<file path="src/hdl/bounded_integer_set_unit_macros.svh">
// Assertion macros for the bounded integer set unit.
`ifndef BOUNDED_INTEGER_SET_UNIT_MACROS_SVH
`define BOUNDED_INTEGER_SET_UNIT_MACROS_SVH

`ifndef SYNTHESIS
// Same-cycle implication, disabled while reset is asserted.
`define BIS_ASSERT_IMP(label, ante, cons) \
    label: assert property (@(posedge i_clk) disable iff (!i_rst_n) (ante) |-> (cons)) \
        else $error("bounded integer set assertion failed");
// Next-cycle implication, disabled while reset is asserted.
`define BIS_ASSERT_NXT(label, ante, cons) \
    label: assert property (@(posedge i_clk) disable iff (!i_rst_n) (ante) |=> (cons)) \
        else $error("bounded integer set assertion failed");
`else
`define BIS_ASSERT_IMP(label, ante, cons)
`define BIS_ASSERT_NXT(label, ante, cons)
`endif

`endif

</file>
<file path="src/hdl/bis_pkg.sv">
// Package with the types and constants of the bounded integer set unit.
`timescale 1ns / 1ps

package bis_pkg;

    localparam int DEPTH   = 16;
    localparam int ADDR_W  = $clog2(DEPTH);
    localparam int CNT_W   = $clog2(DEPTH + 1);
    localparam int VALUE_W = 32;
    localparam int CAP_W   = 5;
    localparam int SLOT_W  = 4;
    localparam int COUNT_W = 5;

    localparam logic [CAP_W-1:0] CAP_RESET = CAP_W'(16);

    localparam logic [1:0] ACT_LOOKUP = 2'd0;
    localparam logic [1:0] ACT_ADD    = 2'd1;
    localparam logic [1:0] ACT_REMOVE = 2'd2;

    typedef struct packed {
        logic [1:0]                action;
        logic signed [VALUE_W-1:0] value;
    } t_in_req;

    typedef struct packed {
        logic               found;
        logic [SLOT_W-1:0]  slot;
        logic [COUNT_W-1:0] count;
        logic               rejected;
    } t_out_res;

    typedef struct packed {
        logic load;
        logic scan;
        logic add_wr;
        logic set_rej;
        logic move_rd;
        logic move_wr;
        logic finish;
    } t_cmd;

    typedef struct packed {
        logic             match;
        logic             exhausted;
        logic             is_add;
        logic             is_remove;
        logic             full;
        logic             out_free;
        logic [CNT_W-1:0] count;
    } t_stat;

endpackage

</file>
<file path="src/hdl/bis_ram.sv">
// Generic single-write, single-read RAM with a registered read port.
`timescale 1ns / 1ps

module bis_ram #(
    parameter int WIDTH = 32,
    parameter int DEPTH = 16
) (
    input  logic                     i_clk,
    input  logic                     i_we,
    input  logic [$clog2(DEPTH)-1:0] i_waddr,
    input  logic [WIDTH-1:0]         i_wdata,
    input  logic [$clog2(DEPTH)-1:0] i_raddr,
    output logic [WIDTH-1:0]         o_rdata
);

    logic [WIDTH-1:0] r_mem [DEPTH];
    logic [WIDTH-1:0] r_rdata;

    always_ff @(posedge i_clk) begin
        if (i_we) begin
            r_mem[i_waddr] <= i_wdata;
        end
        r_rdata <= r_mem[i_raddr];
    end

    assign o_rdata = r_rdata;

endmodule

</file>
<file path="src/hdl/bis_ctrl.sv">
// Controller state machine of the bounded integer set unit.
`timescale 1ns / 1ps

module bis_ctrl (
    input  logic          i_clk,
    input  logic          i_rst_n,
    input  logic          i_in_valid,
    input  bis_pkg::t_stat i_stat,
    output bis_pkg::t_cmd  o_cmd,
    output logic          o_busy
);

    typedef enum logic [4:0] {
        S_IDLE = 5'b00001,
        S_SCAN = 5'b00010,
        S_MRD  = 5'b00100,
        S_MWR  = 5'b01000,
        S_DONE = 5'b10000
    } t_state;

    t_state r_state;
    t_state n_state;

    always_comb begin
        n_state = r_state;
        o_cmd   = '0;
        case (r_state)
            S_IDLE: begin
                if (i_in_valid) begin
                    o_cmd.load = 1'b1;
                    n_state    = S_SCAN;
                end
            end
            S_SCAN: begin
                o_cmd.scan = 1'b1;
                if (i_stat.match) begin
                    n_state = i_stat.is_remove ? S_MRD : S_DONE;
                end else if (i_stat.exhausted) begin
                    if (i_stat.is_add) begin
                        o_cmd.add_wr  = !i_stat.full;
                        o_cmd.set_rej = i_stat.full;
                    end
                    n_state = S_DONE;
                end
            end
            S_MRD: begin
                o_cmd.move_rd = 1'b1;
                n_state       = S_MWR;
            end
            S_MWR: begin
                o_cmd.move_wr = 1'b1;
                n_state       = S_DONE;
            end
            S_DONE: begin
                if (i_stat.out_free) begin
                    o_cmd.finish = 1'b1;
                    n_state      = S_IDLE;
                end
            end
            default: begin
                n_state = S_IDLE;
            end
        endcase
    end

    always_ff @(posedge i_clk) begin
        if (!i_rst_n) begin
            r_state <= S_IDLE;
        end else begin
            r_state <= n_state;
        end
    end

    assign o_busy = (r_state != S_IDLE);

endmodule

</file>
<file path="src/hdl/bis_dp.sv">
// Datapath of the bounded integer set unit: entry store, scan, count and result.
`timescale 1ns / 1ps

module bis_dp (
    input  logic                        i_clk,
    input  logic                        i_rst_n,
    input  bis_pkg::t_cmd               i_cmd,
    input  bis_pkg::t_in_req            i_in_req,
    input  logic                        i_out_stall,
    input  logic                        i_cfg_valid,
    input  logic [bis_pkg::CAP_W-1:0]   i_cfg_data,
    output bis_pkg::t_stat              o_stat,
    output logic                        o_out_valid,
    output bis_pkg::t_out_res           o_out_res
);

    bis_pkg::t_in_req                  r_req;
    logic [bis_pkg::CNT_W-1:0]         r_idx;
    logic [bis_pkg::CNT_W-1:0]         n_idx;
    logic                              r_rd_vld;
    logic                              n_rd_vld;
    logic [bis_pkg::ADDR_W-1:0]        r_rd_idx;
    logic [bis_pkg::ADDR_W-1:0]        n_rd_idx;
    logic                              r_found;
    logic                              n_found;
    logic [bis_pkg::ADDR_W-1:0]        r_slot;
    logic [bis_pkg::ADDR_W-1:0]        n_slot;
    logic                              r_rej;
    logic                              n_rej;
    logic [bis_pkg::CNT_W-1:0]         r_cnt;
    logic [bis_pkg::CNT_W-1:0]         n_cnt;
    logic [bis_pkg::CAP_W-1:0]         r_cap;
    bis_pkg::t_out_res                 r_out;
    logic                              r_out_vld;
    logic                              n_out_vld;

    logic                              ram_we;
    logic [bis_pkg::ADDR_W-1:0]        ram_waddr;
    logic [bis_pkg::VALUE_W-1:0]       ram_wdata;
    logic [bis_pkg::ADDR_W-1:0]        ram_raddr;
    logic [bis_pkg::VALUE_W-1:0]       ram_rdata;
    logic [bis_pkg::CNT_W-1:0]         limit;
    logic                              match;

    bis_ram #(
        .WIDTH (bis_pkg::VALUE_W),
        .DEPTH (bis_pkg::DEPTH)
    ) u_ram (
        .i_clk   (i_clk),
        .i_we    (ram_we),
        .i_waddr (ram_waddr),
        .i_wdata (ram_wdata),
        .i_raddr (ram_raddr),
        .o_rdata (ram_rdata)
    );

    assign limit = (32'(r_cap) > bis_pkg::DEPTH) ? bis_pkg::CNT_W'(bis_pkg::DEPTH)
                                                 : bis_pkg::CNT_W'(r_cap);
    assign match = r_rd_vld && (ram_rdata == $unsigned(r_req.value));

    always_comb begin
        ram_raddr = i_cmd.move_rd ? bis_pkg::ADDR_W'(r_cnt - 1'b1)
                                  : r_idx[bis_pkg::ADDR_W-1:0];
        ram_we    = i_cmd.add_wr || i_cmd.move_wr;
        ram_waddr = i_cmd.move_wr ? r_slot : r_cnt[bis_pkg::ADDR_W-1:0];
        ram_wdata = i_cmd.move_wr ? ram_rdata : $unsigned(r_req.value);
    end

    always_comb begin
        n_idx     = r_idx;
        n_rd_vld  = r_rd_vld;
        n_rd_idx  = r_rd_idx;
        n_found   = r_found;
        n_slot    = r_slot;
        n_rej     = r_rej;
        n_cnt     = r_cnt;
        n_out_vld = r_out_vld && i_out_stall;
        if (i_cmd.load) begin
            n_idx    = '0;
            n_rd_vld = 1'b0;
            n_found  = 1'b0;
            n_slot   = '0;
            n_rej    = 1'b0;
        end
        if (i_cmd.scan) begin
            if (r_idx < r_cnt) begin
                n_rd_vld = 1'b1;
                n_rd_idx = r_idx[bis_pkg::ADDR_W-1:0];
                n_idx    = r_idx + 1'b1;
            end else begin
                n_rd_vld = 1'b0;
            end
            if (match) begin
                n_found = 1'b1;
                n_slot  = r_rd_idx;
            end
        end
        if (i_cmd.add_wr) begin
            n_slot = r_cnt[bis_pkg::ADDR_W-1:0];
            n_cnt  = r_cnt + 1'b1;
        end
        if (i_cmd.set_rej) begin
            n_rej = 1'b1;
        end
        if (i_cmd.move_rd) begin
            n_cnt = r_cnt - 1'b1;
        end
        if (i_cmd.finish) begin
            n_out_vld = 1'b1;
        end
    end

    always_ff @(posedge i_clk) begin
        if (!i_rst_n) begin
            r_rd_vld  <= 1'b0;
            r_cnt     <= '0;
            r_cap     <= bis_pkg::CAP_RESET;
            r_out_vld <= 1'b0;
        end else begin
            r_rd_vld  <= n_rd_vld;
            r_cnt     <= n_cnt;
            r_out_vld <= n_out_vld;
            if (i_cfg_valid) begin
                r_cap <= i_cfg_data;
            end
        end
    end

    always_ff @(posedge i_clk) begin
        if (i_cmd.load) begin
            r_req <= i_in_req;
        end
        r_idx    <= n_idx;
        r_rd_idx <= n_rd_idx;
        r_found  <= n_found;
        r_slot   <= n_slot;
        r_rej    <= n_rej;
        if (i_cmd.finish) begin
            r_out.found    <= r_found;
            r_out.slot     <= bis_pkg::SLOT_W'(r_slot);
            r_out.count    <= bis_pkg::COUNT_W'(r_cnt);
            r_out.rejected <= r_rej;
        end
    end

    always_comb begin
        o_stat.match     = match;
        o_stat.exhausted = !r_rd_vld && (r_idx >= r_cnt);
        o_stat.is_add    = (r_req.action == bis_pkg::ACT_ADD);
        o_stat.is_remove = (r_req.action == bis_pkg::ACT_REMOVE);
        o_stat.full      = (r_cnt >= limit);
        o_stat.out_free  = !r_out_vld || !i_out_stall;
        o_stat.count     = r_cnt;
    end

    assign o_out_valid = r_out_vld;
    assign o_out_res   = r_out;

endmodule

</file>
<file path="src/hdl/bounded_integer_set_unit.sv">
// Top level of the bounded integer set unit.
//
//   Channel   Direction   Handshake               Payload
//   in        request in  i_in_valid / o_in_stall   bis_pkg::t_in_req
//   out       result out  o_out_valid / i_out_stall bis_pkg::t_out_res
//   cfg       write in    i_cfg_valid / o_cfg_ready i_cfg_data (capacity)
//
// One request at a time: a request scans the stored entries until it finds its value or runs
// out of them, and a remove that finds its value then reads the last entry and writes it into
// the freed slot; the scan reads one stored entry per cycle from the RAM.
// Reset clears the count and the result valid flag, sets capacity to 16 and holds off
// requests and configuration writes.
// A waiting result does not block the next request, which stalls only once it is done.
`timescale 1ns / 1ps
`include "bounded_integer_set_unit_macros.svh"

module bounded_integer_set_unit (
    input  logic                      i_clk,
    input  logic                      i_rst_n,
    input  logic                      i_in_valid,
    output logic                      o_in_stall,
    input  bis_pkg::t_in_req          i_in_req,
    output logic                      o_out_valid,
    input  logic                      i_out_stall,
    output bis_pkg::t_out_res         o_out_res,
    input  logic                      i_cfg_valid,
    output logic                      o_cfg_ready,
    input  logic [bis_pkg::CAP_W-1:0] i_cfg_data
);

    bis_pkg::t_cmd  cmd;
    bis_pkg::t_stat stat;
    logic           busy;

    bis_ctrl u_ctrl (
        .i_clk      (i_clk),
        .i_rst_n    (i_rst_n),
        .i_in_valid (i_in_valid),
        .i_stat     (stat),
        .o_cmd      (cmd),
        .o_busy     (busy)
    );

    bis_dp u_dp (
        .i_clk       (i_clk),
        .i_rst_n     (i_rst_n),
        .i_cmd       (cmd),
        .i_in_req    (i_in_req),
        .i_out_stall (i_out_stall),
        .i_cfg_valid (i_cfg_valid),
        .i_cfg_data  (i_cfg_data),
        .o_stat      (stat),
        .o_out_valid (o_out_valid),
        .o_out_res   (o_out_res)
    );

    assign o_in_stall  = busy || !i_rst_n;
    assign o_cfg_ready = i_rst_n;

    `BIS_ASSERT_IMP(a_count_bound, 1'b1, 32'(stat.count) <= bis_pkg::DEPTH)
    `BIS_ASSERT_NXT(a_busy_after_accept, i_in_valid && !o_in_stall, o_in_stall)
    `BIS_ASSERT_IMP(a_reject_absent, o_out_valid && o_out_res.rejected, !o_out_res.found)
    `BIS_ASSERT_IMP(a_one_cmd, 1'b1, $onehot0({cmd.scan, cmd.move_rd, cmd.move_wr, cmd.finish}))

endmodule
</file>
<file path="config.mk">
export PLATFORM = sky130hd
export DESIGN_NAME = bounded_integer_set_unit
export DESIGN_NICKNAME = d
export VERILOG_FILES = /design/src/hdl/bis_pkg.sv /design/src/hdl/bis_ram.sv /design/src/hdl/bis_ctrl.sv /design/src/hdl/bis_dp.sv /design/src/hdl/bounded_integer_set_unit.sv
export VERILOG_INCLUDE_DIRS = /design/src /design/src/hdl
export SDC_FILE = /design/constraint.sdc
export NUM_CORES = 1
export LEC_CHECK = 0
export CAP_MARGIN = 10
export CELL_PAD_IN_SITES_DETAIL_PLACEMENT = 1
export CELL_PAD_IN_SITES_GLOBAL_PLACEMENT = 2
export CORE_AREA = 5 5 222 224
export CTS_BUF_LIST = sky130_fd_sc_hd__clkbuf_8
export DETAILED_ROUTE_END_ITERATION = 7
export DIE_AREA = 0 0 227 229
export DONT_BUFFER_PORTS = 1
export PLACE_DENSITY = 0.87
export SYNTH_ARGS = -nofsm -noshare
export SYNTH_HDL_FRONTEND = slang
export SYNTH_SLANG_ARGS = --single-unit
</file>
<file path="constraint.sdc">
create_clock -name i_clk -period 8.5 [get_ports i_clk]
set_clock_uncertainty 0.15 [all_clocks]
set_input_delay 0.425 -clock i_clk [delete_from_list [all_inputs] [get_ports i_clk]]
set_output_delay 0.425 -clock i_clk [all_outputs]
set_load 0.01 [all_outputs]
</file>
* After elaboration in Yosys (flattened, before gate mapping) *
Memories as Yosys holds them, arrays and structs flattened. A register that Yosys moved wholly into a read port is not among the register bits.
Index checks and enable logic that the tools add are counted.

cells by class
  add/sub/neg operators = 3
  multipliers = 0
  div/mod/pow operators = 0
  order comparisons = 4
  eq/ne operators = 12
  shift operators = 0
  mux-type cells = 38
  bitwise gates (word level) = 0
  reduce and logical (&&, ||, !) cells = 15

operators by type and width
  cell                                                                     count
  5-bit two-way mux                                                        11
  32-bit equality test                                                     1
  32-bit two-way mux                                                       1
  5-bit case mux with 5 select lines                                       1
  4-bit two-way mux                                                        6
  1-bit two-way mux                                                        15
  5-bit by 1-bit adder with 5-bit output, second input constant            2
  5-bit greater-or-equal comparator                                        2
  2-bit two-way mux                                                        3
  5-bit by 1-bit equality test with 1-bit output, second input constant    1
  5-bit by 2-bit equality test with 1-bit output, second input constant    1
  5-bit by 3-bit equality test with 1-bit output, second input constant    1
  5-bit by 4-bit equality test with 1-bit output, second input constant    1
  5-bit equality test, second input constant                               1
  5-bit > comparator, second input constant                                1
  1-bit zero test                                                          5
  5-bit < comparator                                                       1
  5-bit by 1-bit inequality test with 1-bit output, second input constant  1
  5-bit by 1-bit subtractor with 5-bit output, second input constant       1
  2-bit inequality test, second input constant                             2
  2-bit nonzero test                                                       2
  1-bit logical AND                                                        3
  1-bit logical OR                                                         3
  3-bit two-way mux                                                        1
  5 further kinds                                                          5

word-level totals
  register bits after elaboration = 77
  bits in latches = 0
  bits in writable memories = 512
  memory bits (read-only) = 0
  bits of input ports = 44
  output and inout port bits = 14
  logic and storage cells = 89
  memories = 1

memories
  name              depth  bits a word  read ports  clocked after Yosys merged registers in  write ports  line           text
  u_dp.u_ram.r_mem  16     32           1           1                                        1            bis_ram.sv:16  logic [WIDTH-1:0] r_mem [DEPTH];

* Longest topological paths before layout *
  depth in word-level cells = 11
  depth in mapped cells = 10
  mapped depth without buffers = 9

* Cells and area by module *
A second synthesis with hierarchy kept.

unflattened totals
  cell total of the unflattened synthesis = 1182
  area total of the unflattened synthesis = 23899.2 sq um

by module, submodules not included
  module                    times used  cells each  area an instance (sq um)  seq. area each (sq um)
  bis_ram                   1           838         19854.0                   16015.4
  bis_dp                    1           302         3696.0                    1931.9
  bis_ctrl                  1           40          335.3                     100.1
  bounded_integer_set_unit  1           2           13.8                      0.0

* Worst setup path after synthesis *
Ideal clock, no wire load.

  path kind = flip-flop to flip-flop
  start = register u_dp.r_cnt[2] (netlist bit)
  end = memory u_dp.u_ram.r_mem[10][0] (enable)
  arrival time = 4.542 ns
  data required time = 7.889 ns
  setup slack = 3.347 ns
  stages on the path, launching flop included = 9
  path buffers = 0
  clock period less this slack = 5.153 ns
  path through = dfxtp_1 > clkinv_1 > ha_1 > nand4_1 > o221a_2 > or4_1 > nor2_1 > a22oi_1 > nor3_1

on the way
  cells in the longest elaborated chain, start to end = 9
  elaborated cells between the ends (all ways) = 12
  those cells by class = 2 x order compare; 7 x mux; 3 x reduce/logical

RTL lines
  what                                     line            text
  from (decl)                              bis_dp.sv:30    logic [bis_pkg::CNT_W-1:0] r_cnt;
  from (signal assigned)                   bis_dp.sv:121   r_cnt <= n_cnt;
  5-bit greater-or-equal comparator        bis_dp.sv:151   o_stat.full = (r_cnt >= limit);
  1-bit zero test                          bis_ctrl.sv:40  o_cmd.add_wr = !i_stat.full;
  2-bit two-way mux                        bis_ctrl.sv:39  if (i_stat.is_add) begin
  2-bit two-way mux                        bis_ctrl.sv:38  end else if (i_stat.exhausted) begin
  2-bit two-way mux                        bis_ctrl.sv:36  if (i_stat.match) begin
  3-bit two-way mux                        bis_ctrl.sv:27  case (r_state)
  1-bit logical OR                         bis_dp.sv:64    ram_we = i_cmd.add_wr || i_cmd.move_wr;
  1-bit two-way mux                        bis_ram.sv:20   if (i_we) begin
  1-bit two-way mux (not written as such)  bis_ram.sv:21   r_mem[i_waddr] <= i_wdata;
  to (decl)                                bis_ram.sv:16

Parallel ways exist; a longest one is shown, timed or not.

* Worst setup path after layout *
  start = register u_dp.r_cnt[2] (netlist bit)
  end = memory u_dp.u_ram.r_mem[10][25] (enable)

The elaborated chain is that of the path after synthesis.

==> impl_metrics.tcl <==
set metrics [dict create \
    ant_nets 0 \
    ctsResizeCount 0 \
    vias_per_cell 6.50 \
    core_area_um2 47100 \
    cts.sinks 621 \
    clk-insertion-delay-late_ns 0.68 \
    cts_max_level 3 \
    min_path_type "in2reg" \
    drc 0 \
    ys_top_cells_by_area "edfxtp_1 (70%), a211oi_1 (5.9%), dfxtp_1 (5.0%), nor4_1 (3.4%), o22ai_1 (2.5%)" \
    overflow 0 \
    synth.most_common_cell "edfxtp_1" \
    drive_gt1_share_pct 11.7 \
    cts.clk_slew.worst_paths_ns 0.06 \
    postCtsHoldBufs 44 \
    wl_um 70100 \
    critical-path-slowest-cell "nor3_2" \
    critPathKind "reg2reg" \
    period_needed_ns 5.47 \
    num_vias 15800 \
    p_per_area_nw_per_um2 221 \
    synth_nets 1713 \
    syn2layout_area_growth_pct 13.3 \
    ioPinCount 58 \
    hpwlAfterDp_um 38600 \
    synthTopCellsByCount "edfxtp_1 (561), a211oi_1 (192), nor4_1 (132), nand2_1 (124), nor2_1 (111)" \
    initial_core_util_pct 51.4 \
    grt_pass1_vias 17000 \
    synthArstFlopShare_pct 0 \
    synthFlopType "edfxtp_1" \
    dp.cells 2205 \
    crit_chain "clkinv_1, ha_1, nand4_1, o221a_2, or4_1, nor2_1, a22oi_1, nor3_2, buf_4" \
    grt_pass1_wl_um 105000 \
    postSynthAreaPerCell_um2 14.6 \
    diodes 0 \
    gr-usage-all-layers_pct 26.6 \
    fp.dieW_um 227 \
    outcome "completed" \
    syn_area_um2 24200 \
    ys_ff_latch 621 \
    totalNegativeSetupSlack_ns 0 \
    tightest_slew_ns 1.18 \
    die-area_um2 52000 \
    first_pass_iters 6 \
    post-synth-top-area-cell "edfxtp_1" \
    drtIter0Drc 1558 \
    gp_congestion 0.838 \
    path_max_fanout 23 \
    fmax_mhz 183 \
    cts_tree "done" \
    setup_viol 0 \
    wl_per_cell_um 28.8 \
    worst_setup_path_start_kind "flop" \
    io_buffer_count 0 \
    synth_edf_count 561 \
    final_max_slew_viol_count 0 \
    antenna_found_initial 0 \
    slowest_delay_ns 0.91 \
    rows 80 \
    finalCritPeriodShare_pct 64.4 \
    maxCapViolCount 0 \
    max-slew-margin-rel_pct 19.4 \
    yosysSeqAreaShare_pct 74.5 \
    synth_top_cell_area_share_pct 69.5 \
    cts_buffers 101 \
    fin_nets 1796 \
    layoutNonFillerInstCount 2439 \
    post-cts-setup-buffers 0 \
    yosys_warnings 0 \
    syn_inst 1656 \
    cts_buffer_depth 3 \
    power.leakage_nw 9.04 \
    ir_worst_vdd_mv 0.127 \
    clockRootBuffer "clkbuf_8" \
    crit_path_end_kind "flop" \
    cp.arrival_ns 5.64 \
    grt_setup_unrepaired "no" \
    required_ns 8.67 \
    die_h_um 229 \
    hold_viol 0 \
    synth_cell_types 58 \
    grt_max_degree 82 \
]
==> worst max-delay path, delay by kind of cell, from the launching register on <==
family	cells	cell delay, ns
simple gates	4	2.35
compound gates	2	0.88
buf+inv	2	0.81
flops	1	0.50
fa+ha+maj	1	0.38
==> layout by cell type (no fill, tap or decap), types with 6 or more instances in the layout <==
master and instances:
nand2_1 124, and2_1 6, clkinv_2 14, clkinv_1 17, dfxtp_1 60, a31oi_1 6, clkbuf_8 114, xnor2_1 36
dlygate4sd3_1 45, inv_1 48, nor4_1 132, o21ai_0 10, edfxtp_1 561, buf_4 41, or4_1 33, a21oi_1 11
nor2b_1 8, nor3_2 17, mux2i_1 13, nor2_1 110, a211oi_1 192, o22ai_1 96, nor3_1 14, ha_1 13
and3_1 33, nand4_1 13
==> stage by stage <==
stage	power [W]	hold WS, ns	utilization [%]	setup slack (ns)	cell area, um2
after floorplan	0.00353	0.258	-	3.35	24200
after global placement	0.00358	0.268	53.1	3.36	25000
after detailed placement	0.00359	0.283	53.1	3.16	25000
after CTS	0.00610	0.0652	58.2	3.06	27400
after global routing	0.00628	0.101	58.2	2.81	27500
final	0.00606	0.110	58.2	3.03	27500
==> power breakdown <==
group          switching, W  total [W]  internal, W
logic              0.000116   0.000156    0.0000402
clock network       0.00119    0.00251      0.00132
registers         0.0000190    0.00339      0.00338
total               0.00133    0.00606      0.00473
==> state kept, by name, indices dropped and copies added, names as in the netlist, 4 cells and up <==
register / cells
u_dp.r_cap: 5
u_dp.r_rd_idx: 4
u_dp.u_ram.o_rdata: 32
u_dp.r_cnt: 5
u_dp.r_idx: 5
u_dp.o_out_res: 11
u_dp.r_req: 34
u_dp.u_ram.r_mem: 512
u_dp.r_slot: 4
u_ctrl.r_state: 5
==> final cells by class <==
class | count | area [um2]
Multi-Input combinational cell | 916 | 5870
Tap cell | 615 | 769
Clock buffer | 114 | 1570
Clock inverter | 74 | 392
Inverter | 13 | 48.8
Sequential cell | 621 | 18000
Timing Repair Buffer | 86 | 758
Fill cell | 4410 | 19700
==> kinds of logic after synthesis <==
logic type      share of synthesized area, %
fa+ha+maj                              0.671
simple gates                            11.0
compound gates                          9.85
xor+xnor                                1.34
buf+inv                                 2.14
flops                                   74.5
mux                                    0.537
==> worst paths after layout <==
check	start	to	slack (ns)	depth (start not counted)
setup reg to reg	u_dp.r_cnt[2]	u_dp.u_ram.r_mem[10][25]	3.03	9
setup / recovery	u_dp.r_cnt[2]	u_dp.u_ram.r_mem[10][25]	3.03	9
hold / removal	i_in_valid	u_dp.r_found	0.11	3
hold reg to reg	u_dp.r_found	u_dp.o_out_res[10]	0.29	0
==> metal layers <==
layer | vias to the layer above | track usage [%] | routed length (um)
li1 | 6836 | - | -
met4 | 0 | 9.74 | 2260
met3 | 142 | 4.89 | 5250
met5 | - | 0 | 0
met2 | 681 | 43.2 | 33800
met1 | 8183 | 36.2 | 28800
No activity file was read; power rests on OpenSTA's default activity.
